--- src/hw/rtl/qtg_pkg.sv ---
// ----------------------------------------------------------------------------
// qtg_pkg: shared types and constants of the quintic trajectory generator
// Register indexes, phase codes and the front-to-back queue entry.
// ----------------------------------------------------------------------------
package qtg_pkg;

    localparam int REG_IDX_W = 3;
    localparam int CFG_DATA_W = 32;

    localparam logic [REG_IDX_W-1:0] REG_START_X = 3'd0;
    localparam logic [REG_IDX_W-1:0] REG_START_Y = 3'd1;
    localparam logic [REG_IDX_W-1:0] REG_START_Z = 3'd2;
    localparam logic [REG_IDX_W-1:0] REG_FINAL_X = 3'd3;
    localparam logic [REG_IDX_W-1:0] REG_FINAL_Y = 3'd4;
    localparam logic [REG_IDX_W-1:0] REG_FINAL_Z = 3'd5;
    localparam logic [REG_IDX_W-1:0] REG_DURATION = 3'd6;

    localparam logic [1:0] PHASE_BEFORE = 2'd0;
    localparam logic [1:0] PHASE_MOVING = 2'd1;
    localparam logic [1:0] PHASE_DONE   = 2'd2;

    // classified word passed from front to back
    typedef struct packed {
        logic [1:0]  phase;
        logic [30:0] tick;
    } t_item;

endpackage

--- src/hw/rtl/qtg_front.sv ---
// ----------------------------------------------------------------------------
// qtg_front: command intake
// Classifies each tick against the duration and pushes it into a short queue.
// ----------------------------------------------------------------------------
module qtg_front (
    input  logic                i_clk,
    input  logic                i_rst_n,
    input  logic                i_start,
    input  logic signed [31:0]  i_tick_count,
    input  logic [23:0]         i_dur,
    input  logic                i_pop,
    output logic                o_busy,
    output logic                o_valid,
    output qtg_pkg::t_item      o_item
);
    import qtg_pkg::*;

    localparam int DEPTH = 4;

    t_item       r_q [DEPTH];
    logic [1:0]  r_wp, r_rp;
    logic [2:0]  r_cnt;
    logic        push;
    t_item       item;
    logic [23:0] dur_eff;

    // a zero duration behaves as one tick
    assign dur_eff = (i_dur == 24'd0) ? 24'd1 : i_dur;

    always_comb begin
        item.tick = i_tick_count[30:0];
        if (i_tick_count[31]) begin
            item.phase = PHASE_BEFORE;
        end else if ({1'b0, i_tick_count[30:0]} > {8'd0, dur_eff}) begin
            item.phase = PHASE_DONE;
        end else begin
            item.phase = PHASE_MOVING;
        end
    end

    assign o_busy = (r_cnt == 3'(DEPTH));
    assign push = i_start && !o_busy;
    assign o_valid = (r_cnt != 3'd0);
    assign o_item = r_q[r_rp];

    always_ff @(posedge i_clk) begin
        if (push) begin
            r_q[r_wp] <= item;
        end
        if (!i_rst_n) begin
            r_wp <= '0;
            r_rp <= '0;
            r_cnt <= '0;
        end else begin
            if (push) r_wp <= r_wp + 2'd1;
            if (i_pop) r_rp <= r_rp + 2'd1;
            r_cnt <= r_cnt + 3'(push) - 3'(i_pop);
        end
    end

endmodule

--- config.mk ---
export PLATFORM = sky130hd
export DESIGN_NAME = qtg_front
export DESIGN_NICKNAME = d
export VERILOG_FILES = /design/src/hw/rtl/qtg_pkg.sv /design/src/hw/rtl/qtg_front.sv
export SDC_FILE = /design/constraint.sdc
export NUM_CORES = 1
export LEC_CHECK = 0
export BUFFER_PORTS_ARGS = -buffer_cell sky130_fd_sc_hd__buf_2
export CORE_MARGIN = 5
export CORE_UTILIZATION = 45
export DETAILED_ROUTE_END_ITERATION = 10
export PLACE_DENSITY = 0.65
export SKIP_LAST_GASP = 1
export SYNTH_ARGS = -nofsm -noshare
export SYNTH_HDL_FRONTEND = slang
export SYNTH_SLANG_ARGS = --single-unit
--- constraint.sdc ---
create_clock -name i_clk -period 2.8 [get_ports i_clk]
set_input_delay 0.14 -clock i_clk [delete_from_list [all_inputs] [get_ports i_clk]]
set_output_delay 0.14 -clock i_clk [all_outputs]
set_load 0.02 [all_outputs]
After elaboration in Yosys (flattened, before gate mapping)

Memory sizes are Yosys's and may differ from the RTL's. A register that Yosys moved wholly into a read port is not among the register bits.
Index checks and enable logic that the tools add are counted.

Add/sub/neg operators: 4
$mul: 0
Div/mod/pow operators: 0
$lt $le $gt $ge: 1
Equality and inequality tests: 1
Shifts and indexed selects: 0
Multiplexer cells: 7
Bitwise operators: 0
Reductions and logical operators: 4

Operators with widths:

| kind                | number |
|---|---|
| $gt 31x24->1        | 1 |
| $logic_not 24->1    | 1 |
| $mux 24             | 1 |
| $mux 2              | 4 |
| $add 2x1->2 const B | 2 |
| $add 3x1->3         | 1 |
| $eq 3x3->1 const B  | 1 |
| $reduce_bool 3->1   | 1 |
| $sub 3x1->3         | 1 |
| $mux 1              | 2 |
| $logic_and 1x1->1   | 1 |
| $logic_not 1->1     | 1 |

Flip-flop bits (word level): 7
Bits in latches: 0
Memory bits (writable): 132
ROM bits: 0
Output and inout bits: 35
Logic and storage cells: 21
Memories: 1

Memory list:

| name | depth | width | rd ports | clocked after Yosys merged registers in | write ports | line            | text |
|---|---|---|---|---|---|---|---|
| r_q  | 4     | 33    | 1        | 1                                       | 1           | qtg_front.sv:20 | `t_item r_q [DEPTH];` |

Logic depth before layout (Yosys ltp)

Depth after elaboration: 5
Gate-level depth with buffers: 12
Depth with buffers taken out: 11

Worst setup path before layout

Ideal clock, no wire load.

Kind: reg-to-reg
Start point: register r_cnt[2]
End point: register r_cnt[2]
Setup time: 0.115 ns
Arrival time: 2.445 ns
Path slack: 0.240 ns
Stages on the path, launching flop included: 13
Buffers on the path: 1
Cells stage by stage: dfxtp_1 -> nor3b_1 -> nor2b_1 -> clkbuf_1 -> inv_1 -> ha_1 -> inv_1 -> ha_1 -> inv_1 -> fa_1 -> xnor2_1 -> xnor2_1 -> and2_1

Longest elaborated chain between the ends: 5

RTL lines:

| element                | line            | text |
|---|---|---|
| from (decl)            | qtg_front.sv:22 | `logic [2:0] r_cnt;` |
| from (signal assigned) | qtg_front.sv:57 | `r_cnt <= r_cnt + 3'(push) - 3'(i_pop);` |
| $eq 3x3->1             | qtg_front.sv:41 | `assign o_busy = (r_cnt == 3'(DEPTH));` |
| named net o_busy       | qtg_front.sv:12 | `output logic o_busy,` |
| $logic_not 1->1        | qtg_front.sv:42 | `assign push = i_start && !o_busy;` |
| $logic_and 1x1->1      | qtg_front.sv:42 |  |
| $add 3x1->3            | qtg_front.sv:57 |  |
| $sub 3x1->3            | qtg_front.sv:57 |  |

The timed path passes the listed nets, and every way through them passes these cells.
A chain may end at the register's enable or synchronous reset.

==> results.json <==
{
  "fmax_mhz": 412,
  "min_path_type": "primary input to flip-flop",
  "syn-num-nets": 411,
  "cts_tree": "done",
  "clk_latency_ps": 410,
  "synth_seq_cells": 141,
  "tightest_slew_ps": 631,
  "drive_gt1_frac": 0.368,
  "finalClockSkew_ps": 5.07,
  "netlist_top_cells_area": "edfxtp_1 67%, mux4_2 13%, ha_1 6.3%",
  "postLayoutSetupSlackWorst_ps": 374,
  "ir_drop_mv": 0.559,
  "rsz0062_at_grt": "false",
  "grt-ovfl-total": 0,
  "power.internal_mw": 4.30,
  "power_density_nw_per_um2": 757,
  "end_kind": "flip-flop",
  "die_y_um": 125,
  "period_needed_ps": 2430,
  "power_switching_mw": 1.45,
  "synth.distinct_cells": 38,
  "area_growth_pct": 27.6,
  "synth.most_common_cell": "edfxtp_1",
  "startpoint": "i_tick_count[20]",
  "whs_path_depth": 2,
  "yosysSeqAreaShare": 0.697,
  "setup.worst_path.start_class": "primary input",
  "critPathMaxFanout": 5,
  "antenna_found_initial": 0,
  "die-area_um2": 15600,
  "finalSetupViolations": 0,
  "grt_pass1_wl_um": 19600,
  "post-route-period-util": 0.866,
  "routabilityCongestion": 0.750,
  "worstPathRequired_ps": 2950,
  "async_flop_share": 0,
  "grt_use_total": 0.166,
  "max-slew-margin-rel": 0.576,
  "num_rows": 42,
  "p_total_mw": 5.74,
  "cts-buffers-inserted": 17,
  "maxCapViolCount": 0,
  "switching_share": 0.252,
  "wirelength_um": 12100,
  "drtAntennaViolNets": 0,
  "power_leakage_nw": 2.83,
  "synth-edff-count": 132,
  "crit_arrival_ps": 2580,
  "path_class": "primary input to flip-flop",
  "dpl.hpwl_um": 8000,
  "reg2reg_depth": 12,
  "core_area_um2": 13100,
  "yosysTopAreaCell": "edfxtp_1",
  "cts_sinks": 141,
  "drc": 0,
  "final-hold-violation-count": 0,
  "pre_cts_ws_ps": 59.4,
  "outcome": "complete, no violations",
  "die_w_um": 125,
  "slew_viol_final": 0,
  "cts-root-buf": "clkbuf_16",
  "initial_core_util": 0.454,
  "nets": 554,
  "syn_avg_cell_area_um2": 18.6,
  "combPwrFrac": 0.178,
  "clkPwrFrac": 0.364,
  "cts_max_level": 4,
  "synth-main-ff-cell": "edfxtp_1",
  "r2r_start": "r_cnt[1]",
  "io_pins": 95,
  "post_cts_resize_count": 0,
  "grt_max_degree": 34,
  "hp-start": "i_rst_n",
  "clkTransAtPathRegs_ps": 60,
  "yosys.area.top_type_share": 0.667,
  "vias_per_cell": 5.16,
  "via_count": 3363,
  "r2r_slack_ps": 570,
  "power_frac_seq": 0.458,
  "yosys_warnings": 0,
  "synth_common_cells": "132 x edfxtp_1, 33 x mux4_2, 30 x ha_1, 30 x inv_1, 10 x and2_1",
  "clockBufferDepth": 2,
  "syn_area_um2": 5940,
  "wl_per_cell_um": 18.5,
  "finalSetupTns_ps": 0,
  "drt-initial-drc-count": 189,
  "port_buffers": 94,
  "syn_inst": 320,
  "firstDrtPassIters": 4,
  "grt_pass1_vias": 3673,
  "antenna_cells": 0
}
==> cells by family after synthesis <==
logic type / synth area share
simple gates: 0.0529
xor+xnor: 0.00737
compound gates: 0.0225
fa+ha+maj: 0.0665
buf+inv: 0.0265
mux: 0.127
flops: 0.697
==> registers in the layout (all words and copies together), names as in the netlist, named ones only <==
name / flops
r_cnt: 3
r_rp: 2
r_q: 132
r_wp: 2
==> cells in the final DEF, fill, tap and decap left out, types with 3 or more instances in the layout <==
cell,n
inv_1,30
clkinv_2,5
nand4_1,5
nor4_1,7
clkinv_1,3
mux4_2,33
dlygate4sd3_1,31
buf_4,3
a21oi_1,9
buf_2,94
clkbuf_16,17
buf_12,5
and2_2,4
nor2b_1,4
nor2_1,4
xnor2_1,4
nand3_1,3
dfxtp_1,7
ha_1,30
nand2_1,7
edfxtp_1,132
clkinvlp_4,3
and2_1,6
==> power groups by stage <==
stage	clock network, mW	logic, mW	registers [mW]
after CTS	2.14	1.05	2.63
after detailed placement	0	1.01	2.68
after global placement	0	0.997	2.66
after floorplan	0	0.639	2.65
after global routing	2.24	1.12	2.65
final	2.09	1.02	2.63
==> path summary, 6_finish.rpt <==
kind,end
min reg2reg,r_wp[1]
max reg2reg,r_cnt[2]
max,r_q[3][31]
min,r_rp[0]
==> area by class of cell <==
type,instances,area [um^2]
Clock buffer,18,429
Multi-Input combinational cell,140,1650
Clock inverter,14,128
Sequential cell,141,4150
Inverter,30,113
Timing Repair Buffer,133,903
Fill cell,1020,5500
Tap cell,176,220
==> per-stage QoR <==
stage,hold slack (ps),util,instances,area (um^2)
2_1_floorplan,239,-,320,5940
3_3_place_gp,374,0.513,589,6720
3_5_place_dp,379,0.513,589,6720
4_1_cts,13.7,0.580,652,7580
5_1_grt,36.3,0.580,652,7580
6_report,26.6,0.580,652,7580
==> per-layer routing <==
| layer | share of wire | vias up | global-route usage |
|---|---|---|---|
| li1 | - | 1567 | - |
| met1 | 0.42 | 1692 | 0.211 |
| met2 | 0.50 | 86 | 0.267 |
| met3 | 0.054 | 18 | 0.0527 |
| met4 | 0.019 | 0 | 0.0663 |
| met5 | 0 | - | 0 |
==> critical path, stage by stage <==
cell           delay, ps
dlygate4sd3_1        530
buf_2                160
ha_1                 320
a21o_1               180
a211o_1              290
a2111oi_2            480
nor2_1                90
a211oi_1             390
==> what timing repair did <==
action                    4_1_cts  5_1_grt
buffers inserted                0        0
hold buffers                   31        0
hold endpoints to repair      124        0
(Power assumes the default switching activity.)
